--- src/sv/vision_frame_sync_parser_macros.svh ---
// assertion macros shared by the frame sync parser modules
`ifndef VISION_FRAME_SYNC_PARSER_MACROS_SVH
`define VISION_FRAME_SYNC_PARSER_MACROS_SVH

// same-cycle implication
`define VFSP_ASSERT_IMP(lbl, clk, rst, ante, cons, msg) \
   lbl: assert property (@(posedge clk) disable iff (rst) (ante) |-> (cons)) \
      else $error(msg);

// next-cycle implication
`define VFSP_ASSERT_NXT(lbl, clk, rst, ante, cons, msg) \
   lbl: assert property (@(posedge clk) disable iff (rst) (ante) |=> (cons)) \
      else $error(msg);

`endif

--- src/sv/vfsp_pkg.sv ---
`timescale 1ns / 1ps
// ----------------------------------------------------------------------------
// vfsp_pkg
// shared constants and types of the frame sync parser: sync bytes, frame
// layout, queue entry format and operation codes
// ----------------------------------------------------------------------------
package vfsp_pkg;

   localparam int FRAME_BYTES = 28;
   localparam int LEFT_END    = 12;
   localparam int RIGHT_START = 16;
   localparam int NUM_WORDS   = 6;
   localparam int IDX_W       = $clog2(FRAME_BYTES);
   localparam int SLOT_W      = $clog2(NUM_WORDS);
   localparam int ACC_W       = 19;

   localparam logic [7:0]        SYNC_A     = 8'd85;
   localparam logic [7:0]        SYNC_B     = 8'd170;
   localparam logic [IDX_W-1:0]  LAST_IDX   = IDX_W'(FRAME_BYTES - 1);
   localparam logic [IDX_W-1:0]  LEFT_LIM   = IDX_W'(LEFT_END);
   localparam logic [IDX_W-1:0]  RIGHT_LIM  = IDX_W'(RIGHT_START);
   localparam logic [SLOT_W-1:0] LAST_SLOT  = SLOT_W'(NUM_WORDS - 1);

   typedef enum logic [2:0] {
      OP_FAIL,
      OP_LOW,
      OP_LEFT,
      OP_RIGHT,
      OP_LAST
   } op_type;

   typedef struct packed {
      op_type              op;
      logic [7:0]          data;
      logic [SLOT_W-1:0]   slot;
   } entry_type;

endpackage

--- src/sv/vfsp_front.sv ---
`timescale 1ns / 1ps
`include "vision_frame_sync_parser_macros.svh"
// ----------------------------------------------------------------------------
// vfsp_front
// accepts received bytes, tracks the sync sequence and the capture position,
// and turns each byte into at most one queue operation for the back end
// ----------------------------------------------------------------------------
module vfsp_front (
   input  logic                clock,
   input  logic                reset,
   input  logic                req_valid,
   output logic                req_ready,
   input  logic [7:0]          req_rx_byte,
   input  logic                q_full,
   output logic                push_valid,
   output vfsp_pkg::entry_type push_entry
);
   import vfsp_pkg::*;

   typedef enum logic [2:0] {
      ST_SYNC0,
      ST_SYNC1,
      ST_SYNC2,
      ST_SYNC3,
      ST_CAPT
   } phase_type;

   phase_type        phase_ff, phase_in;
   logic [IDX_W-1:0] idx_ff, idx_in;
   logic             accept;
   logic             push;
   entry_type        entry;

   assign req_ready  = !q_full;
   assign accept     = req_valid && !q_full;
   assign push_valid = push;
   assign push_entry = entry;

   always_comb begin
      phase_in   = phase_ff;
      idx_in     = idx_ff;
      push       = 1'b0;
      entry.op   = OP_FAIL;
      entry.data = req_rx_byte;
      entry.slot = idx_ff[SLOT_W:1];
      if (accept) begin
         unique case (phase_ff)
            ST_SYNC0, ST_SYNC2: begin
               if (req_rx_byte == SYNC_A) begin
                  phase_in = (phase_ff == ST_SYNC0) ? ST_SYNC1 : ST_SYNC3;
               end else begin
                  phase_in = ST_SYNC0;
                  push     = 1'b1;
               end
               idx_in = '0;
            end
            ST_SYNC1, ST_SYNC3: begin
               if (req_rx_byte == SYNC_B) begin
                  phase_in = (phase_ff == ST_SYNC1) ? ST_SYNC2 : ST_CAPT;
               end else begin
                  phase_in = ST_SYNC0;
                  push     = 1'b1;
               end
               idx_in = '0;
            end
            ST_CAPT: begin
               if (idx_ff == LAST_IDX) begin
                  entry.op = OP_LAST;
                  push     = 1'b1;
                  phase_in = ST_SYNC0;
                  idx_in   = '0;
               end else begin
                  idx_in = idx_ff + 1'b1;
                  if (idx_ff < LEFT_LIM || idx_ff >= RIGHT_LIM) begin
                     push = 1'b1;
                     if (!idx_ff[0]) begin
                        entry.op = OP_LOW;
                     end else if (idx_ff < LEFT_LIM) begin
                        entry.op = OP_LEFT;
                     end else begin
                        entry.op = OP_RIGHT;
                     end
                  end
               end
            end
            default: begin
               phase_in = ST_SYNC0;
               idx_in   = '0;
            end
         endcase
      end
   end

   always_ff @(posedge clock) begin
      if (reset) begin
         phase_ff <= ST_SYNC0;
         idx_ff   <= '0;
      end else begin
         phase_ff <= phase_in;
         idx_ff   <= idx_in;
      end
   end

   `VFSP_ASSERT_IMP(a_idx_only_in_capture, clock, reset, phase_ff != ST_CAPT, idx_ff == '0, "capture index moved outside capture")
   `VFSP_ASSERT_IMP(a_idx_in_frame, clock, reset, 1'b1, idx_ff <= LAST_IDX, "capture index beyond frame end")

endmodule

--- src/sv/vfsp_queue.sv ---
`timescale 1ns / 1ps
`include "vision_frame_sync_parser_macros.svh"
// ----------------------------------------------------------------------------
// vfsp_queue
// two-entry queue of operations between the front and the back end
// ----------------------------------------------------------------------------
module vfsp_queue (
   input  logic                clock,
   input  logic                reset,
   input  logic                push_valid,
   input  vfsp_pkg::entry_type push_entry,
   output logic                q_full,
   output logic                q_valid,
   input  logic                q_ready,
   output vfsp_pkg::entry_type q_entry
);
   import vfsp_pkg::*;

   entry_type  entry_ff [2];
   logic       wr_ptr_ff, wr_ptr_in;
   logic       rd_ptr_ff, rd_ptr_in;
   logic [1:0] count_ff, count_in;
   logic       pop;

   assign q_full  = (count_ff == 2'd2);
   assign q_valid = (count_ff != 2'd0);
   assign q_entry = entry_ff[rd_ptr_ff];
   assign pop     = q_valid && q_ready;

   always_comb begin
      wr_ptr_in = push_valid ? !wr_ptr_ff : wr_ptr_ff;
      rd_ptr_in = pop ? !rd_ptr_ff : rd_ptr_ff;
      count_in  = count_ff;
      if (push_valid && !pop) begin
         count_in = count_ff + 2'd1;
      end else if (pop && !push_valid) begin
         count_in = count_ff - 2'd1;
      end
   end

   always_ff @(posedge clock) begin
      if (reset) begin
         wr_ptr_ff <= 1'b0;
         rd_ptr_ff <= 1'b0;
         count_ff  <= '0;
      end else begin
         wr_ptr_ff <= wr_ptr_in;
         rd_ptr_ff <= rd_ptr_in;
         count_ff  <= count_in;
      end
   end

   always_ff @(posedge clock) begin
      if (push_valid) begin
         entry_ff[wr_ptr_ff] <= push_entry;
      end
   end

   `VFSP_ASSERT_IMP(a_no_push_when_full, clock, reset, push_valid, count_ff != 2'd2, "push into full queue")

endmodule

--- src/sv/vfsp_back.sv ---
`timescale 1ns / 1ps
`include "vision_frame_sync_parser_macros.svh"
// ----------------------------------------------------------------------------
// vfsp_back
// assembles left and right words, keeps running checksums and the failure
// count, and registers one result per ended attempt
// ----------------------------------------------------------------------------
module vfsp_back (
   input  logic                clock,
   input  logic                reset,
   input  logic                q_valid,
   output logic                q_ready,
   input  vfsp_pkg::entry_type q_entry,
   output logic                rsp_valid,
   input  logic                rsp_ready,
   output logic                rsp_frame_ok,
   output logic                rsp_right_sum_ok,
   output logic                rsp_block_present,
   output logic [7:0]          rsp_fail_count,
   output logic [15:0]         rsp_avg_checksum,
   output logic [15:0]         rsp_avg_signature,
   output logic [15:0]         rsp_avg_x,
   output logic [15:0]         rsp_avg_y,
   output logic [15:0]         rsp_avg_width,
   output logic [15:0]         rsp_avg_height
);
   import vfsp_pkg::*;

   logic [15:0]      left_words_ff [NUM_WORDS];
   logic [15:0]      left_words_in [NUM_WORDS];
   logic [15:0]      right_words_ff [NUM_WORDS];
   logic [15:0]      right_words_in [NUM_WORDS];
   logic [7:0]       hold_ff, hold_in;
   logic [ACC_W-1:0] left_acc_ff, left_acc_in;
   logic [ACC_W-1:0] right_acc_ff, right_acc_in;
   logic [7:0]       failures_ff, failures_in;
   logic             rsp_valid_ff, rsp_valid_in;
   logic             frame_ok_ff, right_ok_ff, present_ff;
   logic [7:0]       fail_count_ff;
   logic [15:0]      avg_ff [NUM_WORDS];
   logic [15:0]      avg_in [NUM_WORDS];
   logic [16:0]      pair_sum [NUM_WORDS];

   logic             is_result;
   logic             pop;
   logic             load;
   logic [15:0]      word;
   logic [ACC_W-1:0] right_total;
   logic             left_ok;
   logic             right_ok;
   logic             frame_ok;

   assign is_result   = (q_entry.op == OP_FAIL) || (q_entry.op == OP_LAST);
   assign q_ready     = !is_result || !rsp_valid_ff || rsp_ready;
   assign pop         = q_valid && q_ready;
   assign load        = pop && is_result;
   assign word        = {q_entry.data, hold_ff};
   assign right_total = right_acc_ff + ACC_W'(word);
   assign left_ok     = (left_acc_ff == ACC_W'(left_words_ff[0]));
   assign right_ok    = (right_total == ACC_W'(right_words_ff[0]));

   always_comb begin
      left_words_in  = left_words_ff;
      right_words_in = right_words_ff;
      hold_in        = hold_ff;
      left_acc_in    = left_acc_ff;
      right_acc_in   = right_acc_ff;
      frame_ok       = 1'b0;
      if (pop) begin
         unique case (q_entry.op)
            OP_LOW: begin
               hold_in = q_entry.data;
            end
            OP_LEFT: begin
               left_words_in[q_entry.slot] = word;
               if (q_entry.slot != '0) begin
                  left_acc_in = left_acc_ff + ACC_W'(word);
               end
            end
            OP_RIGHT: begin
               right_words_in[q_entry.slot] = word;
               if (q_entry.slot != '0) begin
                  right_acc_in = right_acc_ff + ACC_W'(word);
               end
            end
            OP_LAST: begin
               right_words_in[LAST_SLOT] = word;
               left_acc_in  = '0;
               right_acc_in = '0;
               frame_ok     = left_ok;
            end
            default: begin
               frame_ok = 1'b0;
            end
         endcase
      end
   end

   always_comb begin
      failures_in = failures_ff;
      if (load) begin
         if (frame_ok) begin
            failures_in = '0;
         end else if (failures_ff != 8'hFF) begin
            failures_in = failures_ff + 8'd1;
         end
      end
   end

   always_comb begin
      for (int i = 0; i < NUM_WORDS; i++) begin
         pair_sum[i] = {1'b0, left_words_in[i]} + {1'b0, right_words_in[i]};
         avg_in[i]   = pair_sum[i][16:1];
      end
   end

   assign rsp_valid_in = load || (rsp_valid_ff && !rsp_ready);

   always_ff @(posedge clock) begin
      if (reset) begin
         for (int i = 0; i < NUM_WORDS; i++) begin
            left_words_ff[i]  <= '0;
            right_words_ff[i] <= '0;
         end
         hold_ff      <= '0;
         left_acc_ff  <= '0;
         right_acc_ff <= '0;
         failures_ff  <= '0;
         rsp_valid_ff <= 1'b0;
      end else begin
         left_words_ff  <= left_words_in;
         right_words_ff <= right_words_in;
         hold_ff        <= hold_in;
         left_acc_ff    <= left_acc_in;
         right_acc_ff   <= right_acc_in;
         failures_ff    <= failures_in;
         rsp_valid_ff   <= rsp_valid_in;
      end
   end

   always_ff @(posedge clock) begin
      if (load) begin
         frame_ok_ff   <= frame_ok;
         right_ok_ff   <= frame_ok && right_ok;
         present_ff    <= (failures_in <= 8'd1);
         fail_count_ff <= failures_in;
         avg_ff        <= avg_in;
      end
   end

   assign rsp_valid         = rsp_valid_ff;
   assign rsp_frame_ok      = frame_ok_ff;
   assign rsp_right_sum_ok  = right_ok_ff;
   assign rsp_block_present = present_ff;
   assign rsp_fail_count    = fail_count_ff;
   assign rsp_avg_checksum  = avg_ff[0];
   assign rsp_avg_signature = avg_ff[1];
   assign rsp_avg_x         = avg_ff[2];
   assign rsp_avg_y         = avg_ff[3];
   assign rsp_avg_width     = avg_ff[4];
   assign rsp_avg_height    = avg_ff[5];

   `VFSP_ASSERT_NXT(a_good_frame_clears, clock, reset, load && frame_ok, failures_ff == '0, "good frame did not clear failures")
   `VFSP_ASSERT_IMP(a_count_tracks, clock, reset, rsp_valid_ff, fail_count_ff == failures_ff, "reported count differs from failure count")
   `VFSP_ASSERT_IMP(a_present_flag, clock, reset, rsp_valid_ff, present_ff == (fail_count_ff <= 8'd1), "presence flag inconsistent with count")

endmodule

--- src/sv/vision_frame_sync_parser.sv ---
`timescale 1ns / 1ps
// an ending byte's result passes the queue and then the result register to rsp_valid
// one byte per cycle while the queue has room; each byte is one queue op or none
// the rate is set by the two-entry queue and the single result register
// a waiting result stalls the next result entry, and the front once the queue fills
// reset clears sync state, capture position, stored words, checksums and failure count
// ----------------------------------------------------------------------------
// vision_frame_sync_parser
// sync word frame parser with additive checksum and left/right averaging
// ----------------------------------------------------------------------------
module vision_frame_sync_parser (
   input  logic        clock,
   input  logic        reset,
   input  logic        req_valid,
   output logic        req_ready,
   input  logic [7:0]  req_rx_byte,
   output logic        rsp_valid,
   input  logic        rsp_ready,
   output logic        rsp_frame_ok,
   output logic        rsp_right_sum_ok,
   output logic        rsp_block_present,
   output logic [7:0]  rsp_fail_count,
   output logic [15:0] rsp_avg_checksum,
   output logic [15:0] rsp_avg_signature,
   output logic [15:0] rsp_avg_x,
   output logic [15:0] rsp_avg_y,
   output logic [15:0] rsp_avg_width,
   output logic [15:0] rsp_avg_height
);
   import vfsp_pkg::*;

   logic      push_valid;
   entry_type push_entry;
   logic      q_full;
   logic      q_valid;
   logic      q_ready;
   entry_type q_entry;

   vfsp_front u_front (
      .clock       (clock),
      .reset       (reset),
      .req_valid   (req_valid),
      .req_ready   (req_ready),
      .req_rx_byte (req_rx_byte),
      .q_full      (q_full),
      .push_valid  (push_valid),
      .push_entry  (push_entry)
   );

   vfsp_queue u_queue (
      .clock      (clock),
      .reset      (reset),
      .push_valid (push_valid),
      .push_entry (push_entry),
      .q_full     (q_full),
      .q_valid    (q_valid),
      .q_ready    (q_ready),
      .q_entry    (q_entry)
   );

   vfsp_back u_back (
      .clock             (clock),
      .reset             (reset),
      .q_valid           (q_valid),
      .q_ready           (q_ready),
      .q_entry           (q_entry),
      .rsp_valid         (rsp_valid),
      .rsp_ready         (rsp_ready),
      .rsp_frame_ok      (rsp_frame_ok),
      .rsp_right_sum_ok  (rsp_right_sum_ok),
      .rsp_block_present (rsp_block_present),
      .rsp_fail_count    (rsp_fail_count),
      .rsp_avg_checksum  (rsp_avg_checksum),
      .rsp_avg_signature (rsp_avg_signature),
      .rsp_avg_x         (rsp_avg_x),
      .rsp_avg_y         (rsp_avg_y),
      .rsp_avg_width     (rsp_avg_width),
      .rsp_avg_height    (rsp_avg_height)
   );

endmodule
--- config.mk ---
export PLATFORM = sky130hd
export DESIGN_NAME = vision_frame_sync_parser
export DESIGN_NICKNAME = d
export VERILOG_FILES = /design/src/sv/vfsp_pkg.sv /design/src/sv/vfsp_front.sv /design/src/sv/vfsp_queue.sv /design/src/sv/vfsp_back.sv /design/src/sv/vision_frame_sync_parser.sv
export VERILOG_INCLUDE_DIRS = /design/src /design/src/sv
export SDC_FILE = /design/constraint.sdc
export NUM_CORES = 1
export LEC_CHECK = 0
export BUFFER_PORTS_ARGS = -buffer_cell sky130_fd_sc_hd__buf_2
export CELL_PAD_IN_SITES_DETAIL_PLACEMENT = 2
export CELL_PAD_IN_SITES_GLOBAL_PLACEMENT = 2
export CORE_MARGIN = 1
export CORE_UTILIZATION = 35
export CTS_CLUSTER_DIAMETER = 150
export DETAILED_ROUTE_END_ITERATION = 7
export GPL_TIMING_DRIVEN = 0
export PLACE_DENSITY_LB_ADDON = 0.1
export SETUP_SLACK_MARGIN = 0.4
export SLEW_MARGIN = 0
export SYNTH_ARGS = -nofsm -noshare
export SYNTH_HDL_FRONTEND = slang
export SYNTH_SLANG_ARGS = --single-unit
--- constraint.sdc ---
create_clock -name clock -period 5.4 [get_ports clock]
set_clock_uncertainty 0.2 [all_clocks]
set_input_delay 0.54 -clock clock [delete_from_list [all_inputs] [get_ports clock]]
set_output_delay 0.54 -clock clock [all_outputs]
set_load 0.02 [all_outputs]
## Word level (Yosys, flattened, before mapping)

Memory sizes are Yosys's and may differ from the RTL's. A register that Yosys moved wholly into a read port is not among the register bits.
Index checks and enable logic that the tools add are counted.

| operators by class | value |
|---|---|
| add/sub/neg operators | 12 |
| multipliers | 0 |
| div/mod/pow operators | 0 |
| magnitude comparators | 5 |
| equal/unequal tests | 18 |
| shift operators | 0 |
| muxes and demuxes | 44 |
| bitwise gates (word level) | 1 |
| reduce and logical (&&, ||, !) cells | 34 |

Operators with widths:

| operator | number |
|---|---|
| 96-bit 2-to-1 mux | 3 |
| 96-bit bitwise mux | 2 |
| 16-bit by 16-bit adder with 17-bit output | 6 |
| 80-bit 2-to-1 mux | 1 |
| 19-bit case mux with 2 select lines | 2 |
| 16-bit demux with 3-bit select | 1 |
| 19-bit by 16-bit adder with 19-bit output | 2 |
| 19-bit by 16-bit equality test with 1-bit output | 2 |
| 19-bit 2-to-1 mux | 2 |
| 16-bit case mux with 2 select lines | 1 |
| 3-bit 2-to-1 mux | 9 |
| 8-bit 2-to-1 mux | 3 |
| 16-bit 2-to-1 mux | 1 |
| 3-bit by 2-bit equality test with 1-bit output, second input constant | 4 |
| 1-bit 2-to-1 mux | 12 |
| 5-bit 2-to-1 mux | 2 |
| 3-bit case mux with 3 select lines | 1 |
| 8-bit by 1-bit adder with 8-bit output, second input constant | 1 |
| 8-bit by 7-bit equality test with 1-bit output, second input constant | 1 |
| 8-bit equality test, second input constant | 1 |
| 8-bit by 1-bit <= comparator with 1-bit output, second input constant | 1 |
| 1-bit logical AND | 8 |
| 1-bit logical NOT | 8 |
| 8-bit inequality test, second input constant | 1 |
| other kinds (22) | 39 |

| storage, ports and cells | value |
|---|---|
| flip-flop bits (word level) | 366 |
| latch bits | 0 |
| memory bits (writable) | 28 |
| ROM bits | 0 |
| memories | 1 |

Memory list:

| memory | words | width | read ports | clocked after memory_dff | wr ports | RTL line | RTL |
|---|---|---|---|---|---|---|---|
| u_queue.entry_ff | 2 | 14 | 1 | 1 | 1 | vfsp_queue.sv:19 | `entry_type entry_ff [2];` |

## Depth between registers and ports, before layout

Gate-level depths: netlist of run 1.

| logic depth | value |
|---|---|
| depth after elaboration | 10 |
| depth in mapped cells | 21 |

## Modules after synthesis

A second synthesis of run 1 with hierarchy kept.

| unflattened totals | value |
|---|---|
| cells, all modules | 2447 |
| area total of the unflattened synthesis | 22089.9 um^2 |

Modules (own cells, without submodules):

| module | times used | cells an instance | area each (um^2) | sequential area each (um^2) |
|---|---|---|---|---|
| vfsp_back | 1 | 2311 | 20263.2 | 8157.8 |
| vfsp_queue | 1 | 65 | 1217.4 | 940.9 |
| vfsp_front | 1 | 71 | 609.3 | 160.2 |

## Worst setup path after synthesis of run 1

No wires, ideal clock.

| timing path | value |
|---|---|
| path type | reg2reg |
| from | reg with a tool-made name |
| to | reg u_back.present_ff (netlist: u_back.rsp_block_present) (data pin) |
| setup time | 0.176 ns |
| arrival | 4.704 ns |
| required time | 5.024 ns |
| slack | 0.320 ns |
| cell stages (with the launch flop) | 12 |
| path buffers | 2 |
| path through | dfxtp_1 buf_2 buf_2 nor3_1 a21oi_1 o21ai_1 or2_2 inv_1 o21ai_0 o21a_1 or4_1 nor4_1 |

RTL lines:

| item | RTL line | RTL |
|---|---|---|
| end signal: assignment | vfsp_back.sv:145 | `present_ff <= (failures_in <= 8'd1);` |
| end: declaration | vfsp_back.sv:38 | `logic frame_ok_ff, right_ok_ff, present_ff;` |

==> results of run 1 <==
[area by class of cell]
type	instances	area share, %
Antenna cell	1	0.009616
Inverter	59	0.9087
Multi-Input combinational cell	1771	46.35
Timing Repair Buffer	187	4.438
Sequential cell	395	35.59
Clock inverter	18	0.9424
Clock buffer	71	5.332
Buffer	116	2.678
Tap cell	782	3.760
[cell usage after synthesis, drive strengths merged, types with 15 or more instances]
cell type,n
nor3,41
edfxtp,135
nand3,37
clkbuf,100
o221ai,15
xnor2,87
a21o,35
buf,16
a21oi,184
xor2,65
dfxtp,260
mux2i,19
mux2,27
nand2,280
a31oi,16
nor2b,169
nor2,206
a22oi,20
ha,117
o21ai,154
inv,58
a211oi,28
[report_power, final]
| part | internal, mW | switching, mW |
|---|---|---|
| clock | 2.02 | 1.38 |
| combinational | 1.00 | 2.12 |
| sequential | 3.43 | 0.172 |
| total | 6.45 | 3.67 |
[sequential cells by signal (all words and copies together) (netlist names), 2 cells and up, named ones only]
signal                    cells
u_back.hold_ff                8
u_back.rsp_avg_height        16
u_back.failures_ff            8
u_back.rsp_fail_count         8
u_back.rsp_avg_y             16
u_queue.count_ff              2
u_queue.entry_ff             28
u_back.rsp_avg_width         16
u_back.rsp_avg_x             16
u_back.left_words_ff         96
u_front.phase_ff              3
u_front.idx_ff                5
u_back.rsp_avg_signature     16
u_back.rsp_avg_checksum      16
u_back.right_acc_ff          19
u_back.right_words_ff        96
u_back.left_acc_ff           19
[per-layer routing]
metal	track usage, %	vias to the layer above	routed length (um)
met5	0	-	0
met4	8.765	0	2818
met3	2.858	139	2894
met2	48.32	344	42930
met1	33.91	9763	37330
li1	-	8825	-
[through the flow]
step           hold slack, ps  area [um^2]  TNS (ps)
2_1_floorplan           235.6        21460         0
3_3_place_gp            243.5        23030    -29170
3_5_place_dp            255.7        23090    -33680
4_1_cts                 146.5        25460         0
5_1_grt                 185.9        26020         0
6_report                183.1        26020         0
[kinds of logic after synthesis]
logic type / after synthesis / share of synthesized area [%]
adders and majority gates: 126 / 7.617
buffers and inverters: 175 / 3.214
muxes: 46 / 2.304
AOI/OAI and AO/OA: 603 / 18.15
xor gates and xnor gates: 152 / 6.206
DFF: 395 / 43.16
and+or+nand+nor: 844 / 19.35
[final timing paths]
path,endpoint,slack (ps),startpoint,cells past startpoint
setup reg to reg,u_back.rsp_avg_checksum[15],460,u_queue.entry_ff[1][13],17
hold reg to reg,u_back.right_acc_ff[11],260,u_back.right_acc_ff[11],2
setup / recovery,u_back.rsp_avg_checksum[15],460,u_queue.entry_ff[1][13],17
hold / removal,u_back.right_words_ff[59],180,reset,2
[what timing repair did]
| action | CTS | global route |
|---|---|---|
| pin swaps | 5 | 19 |
| setup buffers | 26 | 31 |
| resized for setup | 127 | 95 |
| endpoints found under the setup margin | 84 | 38 |
| endpoints found under the hold margin | 16 | 0 |
| hold buffers | 8 | 0 |
[worst reg2reg max path, cell delays in order (launching register included)]
cell	delay, ps
edfxtp_1	490
nand3b_1	350
buf_4	260
a21oi_1	200
buf_4	280
nand2_2	120
a32o_1	370
fa_2	400
a21o_1	180
a21oi_2	170
nor2b_1	70
o31a_1	340
a2111oi_4	370
nor3_2	100
nand2_1	120
o22ai_1	120
o311a_1	330
o22a_1	220
==> summary.txt, run 1 <==
Status -> finished clean
Initial antenna violation count -> 1
Reg clk slew, reported paths -> 60 ps
Layout Nets -> 2715
Post-synth ARST share -> 0%
Number of global-route vias before repair -> 20805
Die Ht -> 249.6 um
Sequential area share after synthesis -> 43.16%
Post-synth EDFFs -> 135
Die X -> 249.6 um
Worst EP required -> 5540 ps
Count of distinct cell types in the synthesized netlist -> 103
Crit path kind -> register to register
GRT Resource Usage Total -> 27.05%
Post-Syn Nets -> 2478
Worst path most repeated cell -> buf_4
Fillers -> 6529
Core outline area -> 60470 um^2
Critical path endpoint category -> register
WL final -> 85.97 mm
Commonest non-fill, non-tap cell in the layout -> nand2_1
Initial Util -> 35.47%
Tcrit/Tclk final -> 91.50%
Tightest Pin Transition -> 1258 ps
Average size of a mapped cell -> 9.164 um^2
Port Buffers -> 119
FF+latch count, synth -> 395
Final setup vio count -> 0
Most frequent cells in the layout -> 273 x nand2_1, 259 x dfxtp_1, 199 x nor2_1
Total CTS buffers -> 48
Crit path largest cell delay -> 490 ps
Slew headroom -> 16.14%
Final WS setup -> 458.8 ps
Synthesized instance count -> 2341
Drt pass-1 iters -> 7
Largest cells by area after synthesis -> dfxtp_1 24%, edfxtp_1 19%, ha_1 6.8%
Fin. max-slew vios -> 0
Level count of the clock H-tree -> 2
Main flop type after synthesis -> dfxtp_1
Clk sinks -> 395
Crit path max-delay family -> compound AO/OA/AOI/OAI gates
Placed cell count -> 3245
Post-route minimum period -> 4941 ps
CP arrival -> 5080 ps
# rows -> 90
WL/cell -> 25.29 um
Biggest area consumer among synthesized cells -> dfxtp_1
First-pass GRT wire length -> 128.3 mm
Max-cap viol count -> 0
CTS root buf -> clkbuf_16
Area grow syn2layout -> 21.31%
Slowest cell on the critical path -> edfxtp_1
Final Power -> 10.12 mW
GP Congestion -> 0.8868
1st-iter DRT viols -> 1018
Unrepaired setup endpoints after global routing -> true
DRC -> 0
Worst Path Buf+Inv -> 2
Hold Path Class -> primary input to register
Register area -> 9260 um^2
CTS tree -> built
Vias per cell -> 5.609
Grt ovf -> 0
Pin count of the biggest net entering global routing -> 45
Startpoint types -> register
Final hold vios -> 0
Non-Filler Instances -> 3400
Multi-input logic area -> 12060 um^2
DIE AREA -> 62290 um^2
Mapped Area -> 21450 um^2
Skew-Pair Late Insertion Delay -> 620 ps
I/O Pins -> 121
Crit-path cells -> nand3b_1 > buf_4 > a21oi_1 > buf_4 > nand2_2 > a32o_1 > fa_2 > a21o_1 > a21oi_2 > nor2b_1 > o31a_1 > a2111oi_4 > nor3_2 > nand2_1 > o22ai_1 > o311a_1 > o22a_1
Yosys warns -> 0
Final Core Density -> 43.03%
Lkg Pwr -> 10.74 nW
Power per cell area -> 389.0 nW/um^2
Dpl ws -> -2146 ps
Final ANT Viol Nets -> 0
Yosys top cell area share -> 24.26%
Vias -> 19071
Share of cells above drive strength 1 -> 16.77%
Longest Clk Path Bufs -> 3
Placed wire-length estimate -> 61.08 mm
Crit-path max FO -> 10
Peak VDD IR -> 0.2255 mV
Max frequency -> 202.4 MHz
No activity file was read; power rests on OpenSTA's default activity.
==> inputs of run 2 (changes only) <==
--- a/config.mk
+++ b/config.mk
@@ -8,5 +8,5 @@
 export LEC_CHECK = 0
 export BUFFER_PORTS_ARGS = -buffer_cell sky130_fd_sc_hd__buf_2
-export CELL_PAD_IN_SITES_DETAIL_PLACEMENT = 2
+export CELL_PAD_IN_SITES_DETAIL_PLACEMENT = 1
 export CELL_PAD_IN_SITES_GLOBAL_PLACEMENT = 2
 export CORE_MARGIN = 1
--- a/constraint.sdc
+++ b/constraint.sdc
@@ -3,3 +3,3 @@
 set_input_delay 0.54 -clock clock [delete_from_list [all_inputs] [get_ports clock]]
 set_output_delay 0.54 -clock clock [all_outputs]
-set_load 0.02 [all_outputs]
+set_load 0.005 [all_outputs]
==> run 2 against run 1 <==
Net effect: critical path depth grew 1; worst setup slack gained 23 ps; clock power is essentially flat; sequential share of layout area is essentially flat; cell count is essentially flat; die area is the same; cell area grew 0.16%; wire length shrank 6.9%; clock-buffer cell count grew 3; critical path type unchanged; critical endpoint unchanged; largest cell class unchanged.
==> summary.txt, run 2 (synthesis results as in run 1) <==
Status -> finished clean
GR Layer Usage met3 -> 3.786% (+0.93 points)
Layout Nets -> 2710 (-0.18%)
Commonest non-fill, non-tap cell in the layout -> nand2_1
Setup TNS -> 0 ps (unchanged)
Hold Path Class -> primary input to register
Placed cell area -> 23090 um^2 (unchanged)
WL final -> 80.05 mm (-6.9%)
Top Registers -> u_back.left_words_ff x96, u_back.right_words_ff x96, u_queue.entry_ff x28
# rows -> 90 (unchanged)
Hold Path Cell Cnt -> 2 (unchanged)
Final ANT Viol Nets -> 0 (unchanged)
Hold Path Sink -> u_back.right_words_ff[58]
GP Congestion -> 0.8868 (unchanged)
Fin. max-slew vios -> 0 (unchanged)
Longest Clk Path Bufs -> 3 (unchanged)
CP arrival -> 5050 ps (-30 ps)
Most Used Layer, Global Route -> met2
Skew-Pair Late Insertion Delay -> 610 ps (about the same)
R2R depth -> 18 (+1)
Initial Util -> 35.47% (unchanged)
Core outline area -> 60470 um^2 (unchanged)
Reg clk slew, reported paths -> 60 ps (about the same)
Met2 usage -> 43.16% (-5.2 points)
Critical hold path startpoint -> reset
CTS root buf -> clkbuf_16
DRC -> 0 (unchanged)
Tightest Pin Transition -> 1246 ps (-11.67 ps)
Final Core Density -> 43.10% (+0.070 points)
Reg2Reg Setup Slack -> 480 ps (+20 ps)
DIE AREA -> 62290 um^2 (unchanged)
Crit path kind -> register to register
Worst EP required -> 5530 ps (about the same)
Critical path endpoint category -> register
Port Buffers -> 119 (unchanged)
Startpoint types -> register
Initial antenna violation count -> 1 (unchanged)
Slew headroom -> 16.92% (+0.78 points)
Tcrit/Tclk final -> 91.08% (-0.42 points)
Final setup vio count -> 0 (unchanged)
Power per cell area -> 381.3 nW/um^2 (-2.0%)
Share of cells above drive strength 1 -> 16.72% (-0.057 points)
Pin count of the biggest net entering global routing -> 45 (unchanged)
Area grow syn2layout -> 21.50%
Most frequent cells in the layout -> 273 x nand2_1, 258 x dfxtp_1, 199 x nor2_1
First-pass GRT wire length -> 119.7 mm (-6.7%)
Met1 Use GR -> 32.83% (-1.1 points)
GRT Resource Usage Total -> 25.37% (-1.7 points)
Drt pass-1 iters -> 5 (-2)
Max-cap viol count -> 0 (unchanged)
Final Power -> 9.940 mW (-1.8%)
Non-Filler Instances -> 3398 (-0.059%)
Worst R2R Start -> u_queue.entry_ff[0][13]
Crit-path max FO -> 10 (unchanged)
WL/cell -> 23.56 um (-6.8%)
Total CTS buffers -> 49 (+2.1%)
Final hold vios -> 0 (unchanged)
Final WS setup -> 481.5 ps (+22.68 ps)
CTS tree -> built
Hold Slack -> 173.7 ps (-9.434 ps)
Die X -> 249.6 um (unchanged)
Level count of the clock H-tree -> 2 (unchanged)
Lkg Pwr -> 10.77 nW (+0.28%)
Endpoint of the worst register-to-register path -> u_back.rsp_avg_checksum[15]
Post-route minimum period -> 4919 ps (-22.68 ps)
Clk sinks -> 395 (unchanged)
Dpl ws -> -2149 ps (-2.900 ps)
Unrepaired setup endpoints after global routing -> true
Number of global-route vias before repair -> 19213 (-7.7%)
I/O Pins -> 121 (unchanged)
Die Ht -> 249.6 um (unchanged)
Placed wire-length estimate -> 56.75 mm (-7.1%)
Vias -> 18679 (-2.1%)
Vias per cell -> 5.497 (-2.0%)
Peak VDD IR -> 0.2166 mV (-4.0%)
1st-iter DRT viols -> 1036 (+1.8%)
Design area -> 26070 um^2 (+0.16%)
Grt ovf -> 0 (unchanged)
Max frequency -> 203.3 MHz (+0.46%)
Placed cell count -> 3245 (unchanged)
[run 2: worst max path at each step]
stage | slack (ps) | from | end | cells after the start
2_1_floorplan | 640 | u_queue.entry_ff[0][12] | u_back.rsp_avg_checksum[15] | 19
3_3_place_gp | -2500 | register | u_back.rsp_right_sum_ok | 17
3_5_place_dp | -2150 | register | u_back.rsp_right_sum_ok | 18
4_1_cts | 330 | register | u_back.rsp_right_sum_ok | 18
5_1_grt | 360 | u_queue.entry_ff[0][0] | u_back.rsp_avg_y[15] | 19
6_report | 480 | u_queue.entry_ff[0][13] | u_back.rsp_avg_checksum[15] | 18
[run 2: final cells by class]
type                       instances  area, um^2
fill                            6914       34410
multi-input combinational       1771       12080
sequential                       395        9264
clock buffer                      74        1530
timing repair buffer             181        1110
tap                              782       978.4
buffer                           116       713.2
inverter                          59       236.5
clock inverter                    18       150.1
antenna                            2       5.005
[run 2: power by group]
part / switching, mW / total, mW / internal, mW
combinational: 1.94 / 2.94 / 1.00
clock: 1.39 / 3.40 / 2.01
sequential: 0.167 / 3.59 / 3.43
total: 3.50 / 9.94 / 6.44
[run 2: metal layers]
layer  wire (um)  up-vias
li1            -     8828
met5           0        -
met4        2458        0
met3        3128      130
met1       36070     9366
met2       38390      355
[run 2: critical path, stage by stage (launching register included)]
cell       delay (ps)
edfxtp_1          470
buf_4             190
nor3b_2           340
o211ai_1          210
clkbuf_4          300
nor2_4            330
nand2_1           130
nand2_1           240
ha_4              250
a21o_1            190
a21oi_2           150
nor2b_1            70
o31a_1            300
a2111oi_4         380
nor3_2            110
nand2_1           110
o22ai_1           110
o311a_1           330
o22a_1            230
[run 2: what timing repair did]
action,CTS,global route
hold buffers,8,0
endpoints found under the hold margin,16,0
buffers inserted,37,14
pin swaps,11,19
cloned,0,0
endpoints found under the setup margin,83,34
gates resized for setup,133,91
==> inputs of run 3 (changes only) <==
Settings changed: CORE_UTILIZATION 35 to 39, CTS_CLUSTER_DIAMETER 150 to 30.
Clock period 5.4 ns to 5.65 ns, I/O delays scaled along.
==> run 3 against run 2 <==
Net effect: first-iteration DRC count grew 17%; total power grew 28%; register-to-register slack gained 30 ps; clock-buffer cell count grew 68; cell area grew 7.2%; flip-flop and latch count is the same; non-clock buffer count shrank 12; combinational power shrank 9.9%; largest cell class unchanged.
==> summary.txt, run 3 (synthesis results as in run 1) <==
Number of global-route vias before repair -> 20195 (+5.1%)
DRC -> 0 (unchanged)
Tcrit/Tclk final -> 90.99% (about the same)
Placed cell count -> 3158 (-2.7%)
Hold Path Class -> primary input to register
Clk sinks -> 395 (unchanged)
Die Ht -> 236.5 um (-5.2%)
Fin. max-slew vios -> 0 (unchanged)
Setup TNS -> 0 ps (unchanged)
Crit path kind -> register to register
1st-iter DRT viols -> 1207 (+17%)
I/O Pins -> 121 (unchanged)
Layout Nets -> 2760 (+1.8%)
Reg clk slew, reported paths -> 50 ps (about the same)
Placed wire-length estimate -> 55.70 mm (-1.9%)
Max-cap viol count -> 0 (unchanged)
First-pass GRT wire length -> 120.6 mm (+0.68%)
Ant diodes -> 0 (-2)
Fillers -> 6089 (-12%)
Area grow syn2layout -> 30.29%
Startpoint types -> register
Final Power -> 12.76 mW (+28%)
WL/cell -> 23.43 um (-0.54%)
Vias -> 19218 (+2.9%)
Commonest non-fill, non-tap cell in the layout -> nand2_1
GRT Resource Usage Total -> 28.36% (+3.0 points)
DIE AREA -> 55950 um^2 (-10%)
Slowest cell on the critical path -> or4_4
Share of cells above drive strength 1 -> 19.26% (+2.5 points)
CTS tree -> built
# rows -> 85 (-5.6%)
Initial antenna violation count -> 5 (+4)
Max frequency -> 194.5 MHz (-4.3%)
GP Congestion -> 0.8911 (+0.48%)
WL final -> 80.06 mm (about the same)
Crit path largest cell delay -> 600 ps (+130 ps)
Top Registers -> u_back.left_words_ff x96, u_back.right_words_ff x96, u_queue.entry_ff x28
Peak VDD IR -> 0.2401 mV (+11%)
Hold Slack -> 183.9 ps (+10.17 ps)
Final WS setup -> 508.9 ps (+27.39 ps)
Crit-path cells -> or4_4 > nand2_1 > clkbuf_4 > nand2_2 > clkbuf_2 > nand2_1 > nand2_1 > ha_1 > and3_1 > a211o_1 > a31o_2 > a31oi_2 > nor2_1 > a221oi_2 > a21oi_1 > a311o_1
CP arrival -> 5320 ps (+270 ps)
Final Core Density -> 51.63% (+8.5 points)
Port Buffers -> 119 (unchanged)
Pin count of the biggest net entering global routing -> 68 (+51%)
CTS root buf -> clkbuf_16
Unrepaired setup endpoints after global routing -> true
Die X -> 236.5 um (-5.2%)
Drt pass-1 iters -> 5 (unchanged)
Grt ovf -> 0 (unchanged)
Core outline area -> 54130 um^2 (-10%)
Crit-path max FO -> 10 (unchanged)
Power per cell area -> 456.4 nW/um^2 (+20%)
Critical path endpoint category -> register
Worst path most repeated cell -> nand2_1
Lkg Pwr -> 11.71 nW (+8.7%)
Tightest Pin Transition -> 1238 ps (-8.259 ps)
Dpl ws -> -1720 ps (+428.9 ps)
Non-Filler Instances -> 3417 (+0.56%)
Most frequent cells in the layout -> 274 x nand2_1, 260 x dfxtp_1, 200 x nor2_1
Slew headroom -> 17.47% (+0.55 points)
Post-route minimum period -> 5141 ps (+222.6 ps)
Skew-Pair Late Insertion Delay -> 660 ps (+50 ps)
Worst EP required -> 5830 ps (+300 ps)
Worst Path Buf+Inv -> 2 (unchanged)
Placed cell area -> 22970 um^2 (-0.53%)
Final setup vio count -> 0 (unchanged)
Initial Util -> 39.63% (+4.2 points)
Final ANT Viol Nets -> 0 (unchanged)
Longest Clk Path Bufs -> 3 (unchanged)
Total CTS buffers -> 111 (+130%)
Level count of the clock H-tree -> 3 (+1)
Design area -> 27950 um^2 (+7.2%)
Vias per cell -> 5.624 (+2.3%)
Final hold vios -> 0 (unchanged)
Status -> finished clean
Crit path max-delay family -> compound AO/OA/AOI/OAI gates
-- run 3: cell count changes in the layout (fill, tap and decap cells not counted), sizes merged --
cell      before  now
clkbuf       165  238
bufinv         1   17
inv           55   59
clkinv        14   33
diode          2    0
buf          198  181
clkinvlp       7   19
-- run 3: where the power goes --
group          internal [mW]  total, mW  switching (mW)
combinational          0.874       2.65            1.77
clock                   4.70       6.66            1.97
sequential              3.28       3.45           0.163
total                   8.85       12.8            3.90
-- run 3: final timing paths --
path | cells after the start | end | slack (ps) | from
setup reg to reg | 16 | u_back.rsp_avg_checksum[14] | 510 | u_queue.entry_ff[0][1]
hold reg to reg | 2 | u_back.right_acc_ff[0] | 260 | u_back.right_acc_ff[0]
setup / recovery | 16 | u_back.rsp_avg_checksum[14] | 510 | u_queue.entry_ff[0][1]
hold / removal | 2 | u_back.right_words_ff[61] | 180 | reset
-- run 3: final cells by class --
class / instances / area, um^2 / area share, %
well taps: 696 / 870.8 / 3.116
plain buffers: 116 / 623.1 / 2.229
repair buffers: 169 / 1015 / 3.630
multi-input cells: 1771 / 11900 / 42.56
inverters: 59 / 231.5 / 0.8281
clock buffers: 142 / 3159 / 11.30
clock inverters: 69 / 895.9 / 3.205
flip-flops and latches: 395 / 9259 / 33.13
-- run 3: timing repair --
action                                 4_1_cts  5_1_grt
pin swaps                                    3        5
endpoints found under the hold margin       16        0
hold buffers                                 8        0
setup buffers                               17       23
setup endpoints to repair                   66       31
resized for setup                           83       80
-- run 3: layer usage --
| metal | GRT usage (%) | vias to the layer above | routed length [um] | share of wire (%) |
|---|---|---|---|---|
| li1 | - | 8988 | - | - |
| met1 | 35.22 | 9550 | 34670 | 43 |
| met2 | 48.62 | 501 | 38880 | 49 |
| met3 | 4.558 | 177 | 3686 | 4.6 |
| met5 | 0 | - | 11 | 0.014 |
| met4 | 12.02 | 2 | 2813 | 3.5 |
